**src/hdl/sobel_pkg.sv**
```systemverilog
// Shared types and constants for the 3x3 Sobel gradient block.
`timescale 1ns / 1ps

package sobel_pkg;

    localparam int PIX_W  = 8;
    localparam int GRAD_W = 11;
    localparam int POS_W  = 11;
    localparam int CFG_W  = 12;
    localparam int APB_DW = 32;
    localparam int APB_AW = 3;

    // register index, taken from paddr[2]
    localparam logic REG_IMAGE_WIDTH  = 1'b0;
    localparam logic REG_IMAGE_HEIGHT = 1'b1;

    // pending result slots of one pixel, in emission order
    localparam int EMIT_UL = 0;
    localparam int EMIT_UR = 1;
    localparam int EMIT_LL = 2;
    localparam int EMIT_LR = 3;
    localparam int EMIT_N  = 4;

    typedef logic [PIX_W-1:0] pix_t;
    typedef pix_t [2:0][2:0] grid_t;
    typedef logic signed [GRAD_W-1:0] grad_t;

    typedef struct packed {
        logic row_ge1;
        logic row_ge2;
        logic col_ge1;
        logic col_ge2;
        logic use_last_row;
        logic use_last_col;
    } tap_sel_t;

endpackage

```
**src/hdl/sobel_kernel.sv**
```systemverilog
// Edge-replicating tap selection and Sobel x/y sums over a 3x3 grid.
`timescale 1ns / 1ps

module sobel_kernel (
    input  sobel_pkg::grid_t     grid,
    input  sobel_pkg::tap_sel_t  sel,
    output sobel_pkg::grad_t     grad_x,
    output sobel_pkg::grad_t     grad_y
);

    logic [1:0]        rs [3];
    logic [1:0]        cs [3];
    sobel_pkg::grad_t  p [3][3];

    always_comb
    begin
        if (sel.use_last_row)
        begin
            rs[0] = sel.row_ge1 ? 2'd1 : 2'd2;
            rs[1] = 2'd2;
        end
        else
        begin
            rs[0] = sel.row_ge2 ? 2'd0 : 2'd1;
            rs[1] = 2'd1;
        end
        rs[2] = 2'd2;
        if (sel.use_last_col)
        begin
            cs[0] = sel.col_ge1 ? 2'd1 : 2'd2;
            cs[1] = 2'd2;
        end
        else
        begin
            cs[0] = sel.col_ge2 ? 2'd0 : 2'd1;
            cs[1] = 2'd1;
        end
        cs[2] = 2'd2;
        for (int i = 0; i < 3; i++)
        begin
            for (int k = 0; k < 3; k++)
            begin
                p[i][k] = $signed({3'b000, grid[rs[i]][cs[k]]});
            end
        end
    end

    assign grad_x = (p[0][2] - p[0][0]) + ((p[1][2] - p[1][0]) <<< 1)
                  + (p[2][2] - p[2][0]);
    assign grad_y = (p[2][0] + (p[2][1] <<< 1) + p[2][2])
                  - (p[0][0] + (p[0][1] <<< 1) + p[0][2]);

endmodule

```
**config.mk**
```make
export PLATFORM = sky130hd
export DESIGN_NAME = sobel_kernel
export DESIGN_NICKNAME = d
export VERILOG_FILES = /design/src/hdl/sobel_pkg.sv /design/src/hdl/sobel_kernel.sv
export SDC_FILE = /design/constraint.sdc
export NUM_CORES = 1
export LEC_CHECK = 0
export BUFFER_PORTS_ARGS = -buffer_cell sky130_fd_sc_hd__buf_2
export CAP_MARGIN = 30
export CORE_ASPECT_RATIO = 0.6
export CORE_MARGIN = 5
export CORE_UTILIZATION = 45
export DETAILED_ROUTE_END_ITERATION = 8
export PLACE_DENSITY = 0.68
export REMOVE_ABC_BUFFERS = 1
export SLEW_MARGIN = 20
export SYNTH_ARGS = -nofsm -noshare
export SYNTH_HDL_FRONTEND = slang
export SYNTH_SLANG_ARGS = --single-unit
```
**constraint.sdc**
```tcl
create_clock -name vclk -period 9.6
set_input_delay 0.96 -clock vclk [all_inputs]
set_output_delay 0.96 -clock vclk [all_outputs]
set_load 0.03 [all_outputs]
```
Yosys cells after proc, flatten, opt, wreduce, memory -nomap -nowiden
Index checks and enable logic that the tools add are counted.
{"block": "classes", "magnitude_cmp": 4, "n_addsub": 10, "mux": 20}
{"cell": "binary-select mux 24 bit (select 2 bit)", "n": 2}
{"cell": "binary-select mux 8 bit (select 2 bit)", "n": 5}
{"cell": "two-way mux 24 bit", "n": 2}
{"cell": "two-way mux 8 bit", "n": 5}
{"cell": "subtractor 8 x 8 -> 9 bit", "n": 3}
{"cell": "adder 10 x 8 -> 11 bit", "n": 2}
{"cell": "adder 8 x 9 -> 10 bit", "n": 2}
{"cell": "< comparator 2 x 3 -> 1 bit, second input constant", "n": 4}
{"cell": "adder 11 x 9 -> 11 bit", "n": 1}
{"cell": "adder 9 x 10 -> 11 bit", "n": 1}
{"cell": "subtractor 11 bit", "n": 1}
{"cell": "two-way mux 4 bit", "n": 2}
{"cell": "two-way mux 2 bit", "n": 2}
{"cell": "two-way mux 1 bit", "n": 2}
{"block": "totals", "in_bits": 78, "regBits": 0, "output_inout_bits": 22, "word_cells": 34}

Depth between registers and ports, before layout
Gate-level depths: netlist of run 1.
{"block": "logic_depth", "ltp_word": 9, "mapped_depth": 23, "ltp_nobuf": 22}

Worst setup path before layout of run 1
OpenSTA, ideal clock, no wires.
{"block": "synth_timing", "kind": "input port to output port", "start": "in sel[0] (netlist bit)", "end": "out grad_y[10]", "arrival_time_ps": 5736, "slack_ps": 2904, "t_required_ps": 8640, "n_path_buf": 3, "cell_stages": 23, "path_cell_list": "buf_4 -> inv_2 -> nand2_1 -> buf_4 -> clkbuf_1 -> o221a_2 -> ha_1 -> fa_1 -> a21o_1 -> a21oi_1 -> o21bai_1 -> a21oi_1 -> xor2_1 -> fa_1 -> inv_1 -> fa_1 -> inv_1 -> ha_1 -> a21o_1 -> a21o_1 -> a211o_1 -> a21oi_1 -> xnor2_1"}
{"block": "synth_between", "elab_chain_cells": 6, "elab_cells_between_ends": 14, "cone_classes": "add/sub (5); mux (9)"}
{"item": "from (decl)", "line_no": "sobel_kernel.sv:6", "text": "input sobel_pkg::tap_sel_t sel,"}
{"item": "two-way mux 4 bit *", "line_no": "sobel_kernel.sv:28", "text": "if (sel.use_last_col)"}
{"item": "binary-select mux 8 bit (select 2 bit)", "line_no": "sobel_kernel.sv:43", "text": "p[i][k] = $signed({3'b000, grid[rs[i]][cs[k]]});"}
{"item": "two-way mux 8 bit (implied by the code)", "line_no": "sobel_kernel.sv:43"}
{"item": "adder 8 x 9 -> 10 bit (on tied branches)", "line_no": "sobel_kernel.sv:50, sobel_kernel.sv:51"}
{"item": "adder 10 x 8 -> 11 bit (on tied branches)", "line_no": "sobel_kernel.sv:50, sobel_kernel.sv:51"}
{"item": "subtractor 11 bit *", "line_no": "sobel_kernel.sv:51", "text": "- (p[0][0] + (p[0][1] <<< 1) + p[0][2]);"}
{"item": "to (decl)", "line_no": "sobel_kernel.sv:8", "text": "output sobel_pkg::grad_t grad_y"}
Every way passes the cells marked *; elsewhere a longest branch is shown, timed or not. The select of a mux whose other input is x is not followed.

Final worst setup path of run 1
{"block": "layout_timing", "start": "in sel[1] (netlist bit)", "end": "out grad_y[10]"}
{"block": "layout_between", "elab_chain_cells": 8, "elab_cells_between_ends": 10, "cone_classes": "add/sub (3); mux (7)"}
{"item": "two-way mux 4 bit *", "line_no": "sobel_kernel.sv:17", "text": "if (sel.use_last_row)"}
{"item": "binary-select mux 24 bit (select 2 bit) *", "line_no": "sobel_kernel.sv:43"}
{"item": "two-way mux 24 bit (implied by the code) *", "line_no": "sobel_kernel.sv:43"}
{"item": "binary-select mux 8 bit (select 2 bit)", "line_no": "sobel_kernel.sv:43"}
{"item": "two-way mux 8 bit (implied by the code)", "line_no": "sobel_kernel.sv:43"}
{"item": "adder 8 x 9 -> 10 bit", "line_no": "sobel_kernel.sv:51"}
{"item": "adder 10 x 8 -> 11 bit *", "line_no": "sobel_kernel.sv:51"}
{"item": "subtractor 11 bit *", "line_no": "sobel_kernel.sv:51"}
Marks and branches as above.

==> metrics.md, run 1 <==
| Metric | Value |
|---|---|
| Outcome | `completed` |
| # nets final | `about 830` |
| Worst path arrival time | `7140 ps` |
| Pin count of the biggest net entering global routing | `33` |
| Register area | `0 sq um` |
| Hold Path Origin | `grid[65]` |
| Global-route wire length before repair | `23000 microns` |
| Final Hold Fails | `0` |
| CTS Hold Buffers Added | `0` |
| Setup TNS | `0 ps` |
| GR met1 Demand/Resource | `between 30% and 40%` |
| Most common cell after layout, fill and taps aside | `buf_2` |
| Final worst path period share | `between 80% and 90%` |
| Min Tclk post-route | `8100 ps` |
| WHS Endpoint | `grad_y[0]` |
| Detailed Route WL | `between 10000 and 15000 microns` |
| FILL cells | `slightly below 1000` |
| Max-Cap Viols | `0` |
| Final setup vio count | `0` |
| Number of nets with antenna violations after routing | `0` |
| Flip-flop and latch count | `0` |
| Number of I/O pins | `100` |
| Max FO, Critical Path | `32` |
| Starting DRT DRC Count | `between 300 and 400` |
| Dpl hpwl | `roughly 12000 microns` |
| Vias per cell | `5.78` |
| Postcts setup bufs | `0` |
| M3 GR Usage | `under 10%` |
| Initial Util | `~46%` |
| Yosys warning count | `0` |
| Place WS | `around 1600 ps` |
| Relative slew slack | `about 49%` |
| Setup WS post-layout | `~1500 ps` |
| Initial antenna violation count | `0` |
| Seq/Total Area, Yosys | `0%` |
| Synth Area per Inst | `roughly 7.9 sq um` |
| # clk buffers | `0` |
| Fraction of layout cells with a size suffix above 1 | `23.5%` |
| Worst Setup Start Kind | `input port` |
| Crit Path Category | `in2out` |
| Hold crit path type | `in2out` |
| Cell breakdown of the critical path | `buf_2 -> nand2b_1 -> o22ai_1 -> a21oi_2 -> o221a_2 -> ha_1 -> fa_1 -> a21o_1 -> a21oi_1 -> o21bai_1 -> a21oi_1 -> xor2_1 -> fa_1 -> inv_1 -> fa_1 -> inv_1 -> ha_1 -> a21o_1 -> a21o_1 -> a211o_1 -> a21oi_1 -> xnor2_1 -> buf_2` |
| Fmax | `roughly 120 MHz` |
| CP max stage cell | `nand2b_1` |
| GR Overflow Total | `0` |
| Mapped cell area | `~4500 sq um` |
| Area growth syn-to-layout | `13.2%` |
| Total GRT Usage | `22.9%` |
| Height of the die | `87.3 microns` |
| Pins over their slew limit | `0` |
| 1st-pass router iterations | `5` |
| Avg WL per Cell | `between 15 and 20 microns` |
| Hold path cells | `3` |
| Worst-Margin Slew | `~760 ps` |
| Worst setup EP type | `output pin` |
| Post-CTS sizing | `0` |
| Gate count of the mapped netlist | `568` |
| DIE WIDTH | `~140 microns` |
| Via count of the first global-routing pass | `4413` |
| Core area | `slightly below 10000 sq um` |
| Die area | `~12000 sq um` |
| Cell Rows | `28` |
| M2 GR Usage | `a little over a third` |
| Commonest non-fill, non-tap cells in the layout | `100 x buf_2, 70 x inv_1, 63 x ha_1` |
| Library cells used by synthesis | `between 70 and 80` |
| CP max stage delay | `roughly 600 ps` |
| Port buffer count | `100` |
| RSZ-0062 raised after global routing | `no` |
| Antenna cells | `0` |
| Gpl congestion | `0.925` |
| Vias | `~4600` |
| Worst Path Required | `roughly 8600 ps` |
| DR DRC count | `0` |
| GRT busiest layer | `met2` |
-- critical path, delay by kind of cell --
family / cells / cell delay, ps
simple gates: 1 / 600
xor+xnor: 2 / 250
fa+ha+maj: 5 / 2060
buf+inv: 4 / 840
compound gates: 11 / 2390
-- synth_stat cells (2+ instances only) --
| library cell | number | share of area [%] |
|---|---|---|
| nand2_1 | 36 | 3.0 |
| o21a_1 | 18 | 3.0 |
| fa_1 | 31 | 14 |
| a22o_1 | 5 | 0.98 |
| mux4_2 | 5 | 2.5 |
| a21oi_2 | 4 | 0.78 |
| nand3_1 | 8 | 0.89 |
| a21oi_1 | 40 | 4.5 |
| inv_1 | 70 | 5.9 |
| buf_4 | 4 | 0.67 |
| o41ai_1 | 2 | 0.39 |
| o22a_1 | 3 | 0.59 |
| ha_1 | 63 | 18 |
| o21ai_1 | 6 | 0.67 |
| nor3_1 | 14 | 1.6 |
| or2_2 | 2 | 0.28 |
| a21o_2 | 2 | 0.39 |
| a22oi_1 | 4 | 0.67 |
| or3_1 | 4 | 0.56 |
| buf_2 | 7 | 0.78 |
| xnor2_1 | 23 | 4.5 |
| o41a_1 | 2 | 0.50 |
| a211oi_1 | 6 | 1.0 |
| mux2i_1 | 16 | 3.6 |
| clkbuf_1 | 3 | 0.25 |
| a31oi_1 | 2 | 0.28 |
| buf_6 | 3 | 0.75 |
| o221ai_1 | 4 | 0.78 |
| a41o_1 | 2 | 0.45 |
| o21bai_1 | 3 | 0.50 |
| a21o_1 | 14 | 2.3 |
| o21ai_0 | 21 | 2.3 |
| o22ai_1 | 9 | 1.3 |
| nor2b_1 | 8 | 1.1 |
| nor2_1 | 49 | 4.1 |
| nand2b_1 | 3 | 0.42 |
| inv_2 | 2 | 0.17 |
| mux2_2 | 14 | 3.5 |
| a2bb2oi_2 | 2 | 0.67 |
| xor2_1 | 22 | 4.3 |
| o221a_2 | 2 | 0.50 |
-- through the flow --
stage          std cells  instance area (sq um)  hold slack, ps  util (%)
2_1_floorplan        551                   4370            2190         -
3_3_place_gp         790                   5070            2480      51.9
3_5_place_dp         790                   5070            2490      51.9
4_1_cts              790                   5070            2490      51.9
5_1_grt              790                   5070            2520      51.9
6_report             790                   5070            2490      51.9
-- how the worst max path moves through the flow --
stage / start / end / slack [ps] / depth (start not counted)
3_3_place_gp: sel[1] / grad_y[10] / 1800 / 23
3_5_place_dp: sel[1] / grad_y[10] / 1620 / 23
6_report: sel[1] / grad_y[10] / 1500 / 23
2_1_floorplan: sel[5] / grad_y[10] / 2800 / 21
4_1_cts: sel[1] / grad_y[10] / 1610 / 23
5_1_grt: sel[1] / grad_y[10] / 1170 / 23
-- kinds of logic (layout without fill, tap and decap cells) --
logic type	after synthesis	in the layout	synth area share (%)
buffers and inverters	89	176	8.49
AND/OR/NAND/NOR	136	136	14.2
multiplexers	36	36	9.94
XOR/XNOR	45	45	8.80
AO/OA/AOI/OAI	168	168	27.1
adder cells (fa/ha/maj)	94	94	31.4
-- routing by layer --
metal  wire [microns]  vias up  share of wire, %
met5                0        -                 0
met4               83        0              0.57
met3             1380        9               9.6
met2             5690      205                39
met1             7290     2145                50
li1                 -     2210                 -
-- area by class of cell --
cell class                 count  area [sq um]  share of cell area, %
timing repair buffer         104           531                   10.5
multi-input combinational    479          4100                   80.9
inverter                      72           270                   5.33
tap                          135           169                   3.33
Power of run 1 is not shown: default switching activity piles up to over one toggle a cycle in this logic, so the estimate is an artifact.
==> run 2: changes to the inputs <==
Settings changed: ABC_AREA from default to 1, PLACE_DENSITY 0.68 to 0.67.
Clock period 9.6 ns to 7.7 ns, I/O delays scaled along.
==> run 2 against run 1 <==
Net effect: sequential share of layout area is the same; first-iteration DRC count grew 39%; area after synthesis grew 13%; synthesized cell count grew 49%; critical path depth is the same; critical path type unchanged; largest cell class unchanged; core utilization shrank 1.6 points; setup slack lost 350 ps; wire length grew 21%; final area grew 11%; final cell count grew 36%; via count grew 24%.
==> metrics.md, run 2 <==
| Metric | Value |
|---|---|
| Worst Path Required | `6930 ps (-1710 ps)` |
| Synth Area in Simple Gates | `35.2% (+21 points)` |
| CP max stage cell | `fa_1` |
| Maximum vdd drop | `906 uV` |
| Area growth syn-to-layout | `10.6%` |
| Hold Path Origin | `grid[65]` |
| CTS Hold Buffers Added | `0 (unchanged)` |
| Crit Path Category | `in2out` |
| Fraction of layout cells with a size suffix above 1 | `16.9% (-6.6 points)` |
| GR Overflow Total | `0 (unchanged)` |
| Cell breakdown of the critical path | `buf_2 -> inv_6 -> nand2_8 -> nand2_4 -> inv_4 -> nand2_1 -> nand3_2 -> nand2_1 -> o21ai_1 -> inv_1 -> ha_1 -> fa_1 -> a31oi_1 -> xnor2_1 -> fa_1 -> fa_1 -> inv_1 -> ha_1 -> a21oi_1 -> nand2_1 -> a21oi_1 -> xnor2_1 -> buf_2` |
| Initial Util | `45.4% (-0.42 points)` |
| Synth top area share | `18.8% (+1.2 points)` |
| Cell family with most CP delay | `adder cells` |
| Gpl congestion | `0.998 (+7.9%)` |
| Number of nets with antenna violations after routing | `0 (unchanged)` |
| Pin count of the biggest net entering global routing | `35 (+6.1%)` |
| Max-Cap Viols | `0 (unchanged)` |
| Library cells used by synthesis | `40 (-44%)` |
| Max FO, Critical Path | `34 (+6.3%)` |
| Worst setup EP type | `output pin` |
| Final worst path period share | `85.1%` |
| Top post-synthesis cells by area | `nand2_1 19%, ha_1 16%, fa_1 12%` |
| Seq/Total Area, Yosys | `0% (unchanged)` |
| RSZ-0062 raised after global routing | `no` |
| Fmax | `approximately 150 MHz` |
| Yosys warning count | `0 (unchanged)` |
| Synth Area per Inst | `5.99 sq um (-24%)` |
| # nets final | `1101 (+33%)` |
| Height of the die | `92.2 microns (+5.6%)` |
| Mapped cell area | `5060 sq um (+13%)` |
| Vias per cell | `5.27 (-8.9%)` |
| Post-synthesis compound-gate area fraction | `15.4% (-12 points)` |
| Starting DRT DRC Count | `552 (+39%)` |
| # clk buffers | `0 (unchanged)` |
| Die area | `13500 sq um (+12%)` |
| Bufs and invs on worst path | `6 (+2)` |
| Flip-flop and latch count | `0 (unchanged)` |
| Postcts setup bufs | `0 (unchanged)` |
| Final Hold Fails | `0 (unchanged)` |
| Synth cell count leaders | `253 x nand2_1, 156 x inv_1, 63 x ha_1, 60 x nand3_1, 44 x a21oi_1` |
| Leakage | `3.34 nW` |
| 1st-pass router iterations | `6 (+1)` |
| Most common cell in the netlist | `nand2_1` |
| Via count of the first global-routing pass | `5142 (+17%)` |
| Detailed Route WL | `17400 microns (+21%)` |
| Pins over their slew limit | `0 (unchanged)` |
| Post-CTS sizing | `0 (unchanged)` |
| CP max stage delay | `540 ps (-60 ps)` |
| Synth Area in Adders | `27.8% (-3.6 points)` |
| Hold crit path type | `in2out` |
| Final setup vio count | `0 (unchanged)` |
| Worst Setup Start Kind | `input port` |
| Initial antenna violation count | `0 (unchanged)` |
| Worst path arrival time | `5790 ps (-1350 ps)` |
| Vias | `5644 (+24%)` |
| Proportion of synthesized area in mux cells | `0% (-9.9 points)` |
| Gate count of the mapped netlist | `845 (+49%)` |
| Register area | `0 sq um (unchanged)` |
| Largest family of logic cells by synthesized area | `simple AND/OR/NAND/NOR gates` |
| Cell Rows | `30 (+7.1%)` |
| Outcome | `completed` |
| Dpl hpwl | `15200 microns (+23%)` |
| Pwr dens | `about 480 nW/um^2` |
| Worst-Margin Slew | `655 ps (-108 ps)` |
| Port buffer count | `100 (unchanged)` |
| Min Tclk post-route | `between 6000 and 7000 ps` |
| Post-route cell area | `5600 sq um (+11%)` |
| Commonest non-fill, non-tap cells in the layout | `253 x nand2_1, 156 x inv_1, 100 x buf_2` |
| Core area | `11100 sq um (+14%)` |
| Global-route wire length before repair | `27900 microns (+22%)` |
| Total GRT Usage | `25.4% (+2.5 points)` |
| Avg WL per Cell | `16.3 microns (-11%)` |
| Relative slew slack | `56.3% (+7.2 points)` |
| DIE WIDTH | `147 microns (+5.9%)` |
| Number of I/O pins | `100 (unchanged)` |
| Setup TNS | `0 ps (unchanged)` |
| Antenna cells | `0 (unchanged)` |
| Crit. Startpoint | `sel[1]` |
| DR DRC count | `0 (unchanged)` |
| Most common cell after layout, fill and taps aside | `nand2_1` |
| Biggest area consumer among synthesized cells | `nand2_1` |
| Synth Area in XOR/XNOR | `5.71% (-3.1 points)` |
| Placed Area | `5600 sq um (+11%)` |
-- run 2: changes by cell type after synthesis, sizes merged, moves of 9 or more --
cell / before / now
mux2: 15 / 0
o22ai: 9 / 0
inv: 72 / 171
nand2: 37 / 268
mux2i: 16 / 0
nor3: 14 / 0
o21ai: 28 / 49
nor2: 50 / 35
a21o: 16 / 4
nor2b: 9 / 0
o21a: 18 / 2
nand4: 0 / 15
nand3: 8 / 69
-- run 2: power by group --
part	switching, W	leakage [nW]	internal [W]
clock	0	0	0
sequential	0	0	0
combinational	0.00179	3.34	0.000890
total	0.00179	3.34	0.000890
-- run 2: layout make-up --
class / count / area (sq um)
Fill cell: 1193 / 5550
Multi-Input combinational cell: 654 / 4260
Inverter: 172 / 656
Timing Repair Buffer: 101 / 508
Tap cell: 144 / 180
-- run 2: logic make-up (layout without fill, tap and decap cells) --
| family | after synthesis | count (layout) |
|---|---|---|
| adders and majority gates | 94 | 94 |
| buffers and inverters | 191 | 273 |
| xor gates and xnor gates | 33 | 33 |
| and+or+nand+nor | 398 | 398 |
| AOI/OAI and AO/OA | 129 | 129 |
-- run 2: layer usage --
layer	vias to the layer above	wire (microns)	GRT usage [%]
li1	2850	-	-
met1	2532	8900	41.0
met2	249	6550	35.5
met3	13	1860	5.09
met4	0	139	1.16
met5	-	0	0
-- run 2: final timing paths --
kind | cells after the start | end | slack [ps]
worst min-delay path | 3 | grad_y[0] | 2160
worst max-delay path | 23 | grad_y[6] | 1140
-- run 2: per-stage QoR --
stage / cells / hold WS [ps] / setup slack, ps / utilization (%) / power [W]
after global routing: 1071 / 2220 / 719 / 50.3 / 0.00301
after global placement: 1071 / 2170 / 1330 / 50.3 / 0.00267
final: 1071 / 2160 / 1140 / 50.3 / 0.00268
after CTS: 1071 / 2170 / 1210 / 50.3 / 0.00269
after detailed placement: 1071 / 2160 / 1230 / 50.3 / 0.00268
after floorplan: 826 / 1810 / 1860 / - / 0.00203
Power figures use the tool's default switching activity.
==> run 3: changes to the inputs <==
Settings changed: ABC_AREA 1 to default, PLACE_DENSITY 0.67 to 0.68.
==> run 3 against run 2 <==
Net effect: wire length fell by 17%; highest routed layer unchanged; non-clock buffer count up 7; hold slack worse by 66 ps; critical path type unchanged; largest cell class unchanged; die area shrank 11%; critical path depth increased by 1; sequential share of layout area unchanged; final cell count is 26% lower; final area fell by 8.9%; sequential cell count unchanged; core utilization increased by 1.9 points; fmax is 11% lower.
==> metrics.md, run 3 (same netlist as run 1, synthesis figures left out) <==
| Metric | Value |
|---|---|
| Outcome | `completed` |
| Area growth syn-to-layout | `13.9%` |
| Post-route cell area | `5100 sq um (-8.9%)` |
| Initial antenna violation count | `0 (unchanged)` |
| Detailed Route WL | `14400 microns (-17%)` |
| Dpl hpwl | `12500 microns (-17%)` |
| Flip-flop and latch count | `0 (unchanged)` |
| Die area | `12100 sq um (-11%)` |
| Worst Path Required | `6930 ps (about the same)` |
| Global-route wire length before repair | `23300 microns (-17%)` |
| Fmax | `136 MHz (-11%)` |
| Starting DRT DRC Count | `347 (-37%)` |
| Crit. Startpoint | `sel[1]` |
| Via count of the first global-routing pass | `4536 (-12%)` |
| Most common cell after layout, fill and taps aside | `buf_2` |
| Crit path depth | `24 (+4.3%)` |
| Crit Path Category | `in2out` |
| Max FO, Critical Path | `17 (-50%)` |
| Height of the die | `87.3 microns (-5.3%)` |
| Final Hold Fails | `0 (unchanged)` |
| Initial Util | `45.8% (+0.42 points)` |
| Vias per cell | `5.81 (+10%)` |
| Relative slew slack | `60.0% (+3.7 points)` |
| Max-Cap Viols | `0 (unchanged)` |
| Final worst path period share | `95.3% (+10 points)` |
| Number of nets with antenna violations after routing | `0 (unchanged)` |
| Fraction of layout cells with a size suffix above 1 | `24.1% (+7.2 points)` |
| # nets final | `833 (-24%)` |
| 1st-pass router iterations | `5 (-1)` |
| Hold crit path type | `in2out` |
| DIE WIDTH | `139 microns (-5.5%)` |
| RSZ-0062 raised after global routing | `no` |
| Setup crit end | `grad_y[10]` |
| Antenna cells | `0 (unchanged)` |
| DR DRC count | `0 (unchanged)` |
| Worst Setup Start Kind | `input port` |
| # clk buffers | `0 (unchanged)` |
| Final setup vio count | `0 (unchanged)` |
| Post-CTS sizing | `0 (unchanged)` |
| Number of I/O pins | `100 (unchanged)` |
| Worst setup EP type | `output pin` |
| Worst-Margin Slew | `594 ps (-61.1 ps)` |
| Avg WL per Cell | `18.2 microns (+12%)` |
| Bufs and invs on worst path | `5 (-1)` |
| Commonest non-fill, non-tap cells in the layout | `100 x buf_2, 70 x inv_1, 63 x ha_1` |
| Most frequent CP cell | `a21oi_1` |
| Pin count of the biggest net entering global routing | `18 (-49%)` |
| GR Overflow Total | `0 (unchanged)` |
| Worst path arrival time | `6570 ps (+780 ps)` |
| Setup TNS | `0 ps (unchanged)` |
| Core area | `9770 sq um (-12%)` |
| Vias | `4613 (-18%)` |
| Total GRT Usage | `23.3% (-2.1 points)` |
| CP max stage delay | `520 ps (-20 ps)` |
| Register area | `0 sq um (unchanged)` |
| Port buffer count | `100 (unchanged)` |
| Gpl congestion | `0.948 (-5.0%)` |
| Placed Area | `5100 sq um (-9.0%)` |
| Cell breakdown of the critical path | `buf_2 -> buf_4 -> nor2b_2 -> a21oi_1 -> o21ai_1 -> mux2i_1 -> ha_1 -> fa_1 -> a21o_1 -> a21oi_1 -> o21bai_1 -> a21oi_1 -> xor2_1 -> fa_1 -> inv_1 -> fa_1 -> inv_1 -> ha_1 -> a21o_1 -> a21o_1 -> a211o_1 -> a21oi_1 -> xnor2_1 -> buf_2` |
| CTS Hold Buffers Added | `0 (unchanged)` |
| Pins over their slew limit | `0 (unchanged)` |
| Min Tclk post-route | `7340 ps (+780 ps)` |
| Hold Path Origin | `grid[65]` |
| CP max stage cell | `fa_1` |
| Cell Rows | `28 (-6.7%)` |
| Postcts setup bufs | `0 (unchanged)` |
| Cell family with most CP delay | `adder cells` |
## run 3: how the worst min path moves through the flow
stage,slack (ps),cells after the start,to
2_1_floorplan,1810,1,grad_y[0]
3_3_place_gp,2100,3,grad_y[0]
3_5_place_dp,2090,3,grad_y[0]
4_1_cts,2090,3,grad_y[0]
5_1_grt,2110,3,grad_y[0]
6_report,2100,3,grad_y[0]
## run 3: area by class of cell
type / count / area (sq um)
tap: 135 / 169
inverter: 72 / 270
fill: 957 / 4670
timing repair buffer: 108 / 561
multi-input combinational: 479 / 4100
## run 3: layer usage
metal,track usage [%],vias to the layer above,share of wire [%]
li1,-,2209,-
met1,35.9,2175,51
met2,36.2,223,40
met3,2.96,6,9.1
met4,1.42,0,0.37
met5,0,-,0
## run 3: through the flow
step | util, % | std cells | setup slack, ps | hold WS (ps)
floorplan | - | 551 | 1280 | 1810
global placement | 52.2 | 794 | 557 | 2100
detailed placement | 52.2 | 794 | 343 | 2090
CTS | 52.2 | 794 | 324 | 2090
global route | 52.2 | 794 | 0.921 | 2110
finish | 52.2 | 794 | 364 | 2100
Power of run 3 is left out for the same reason.
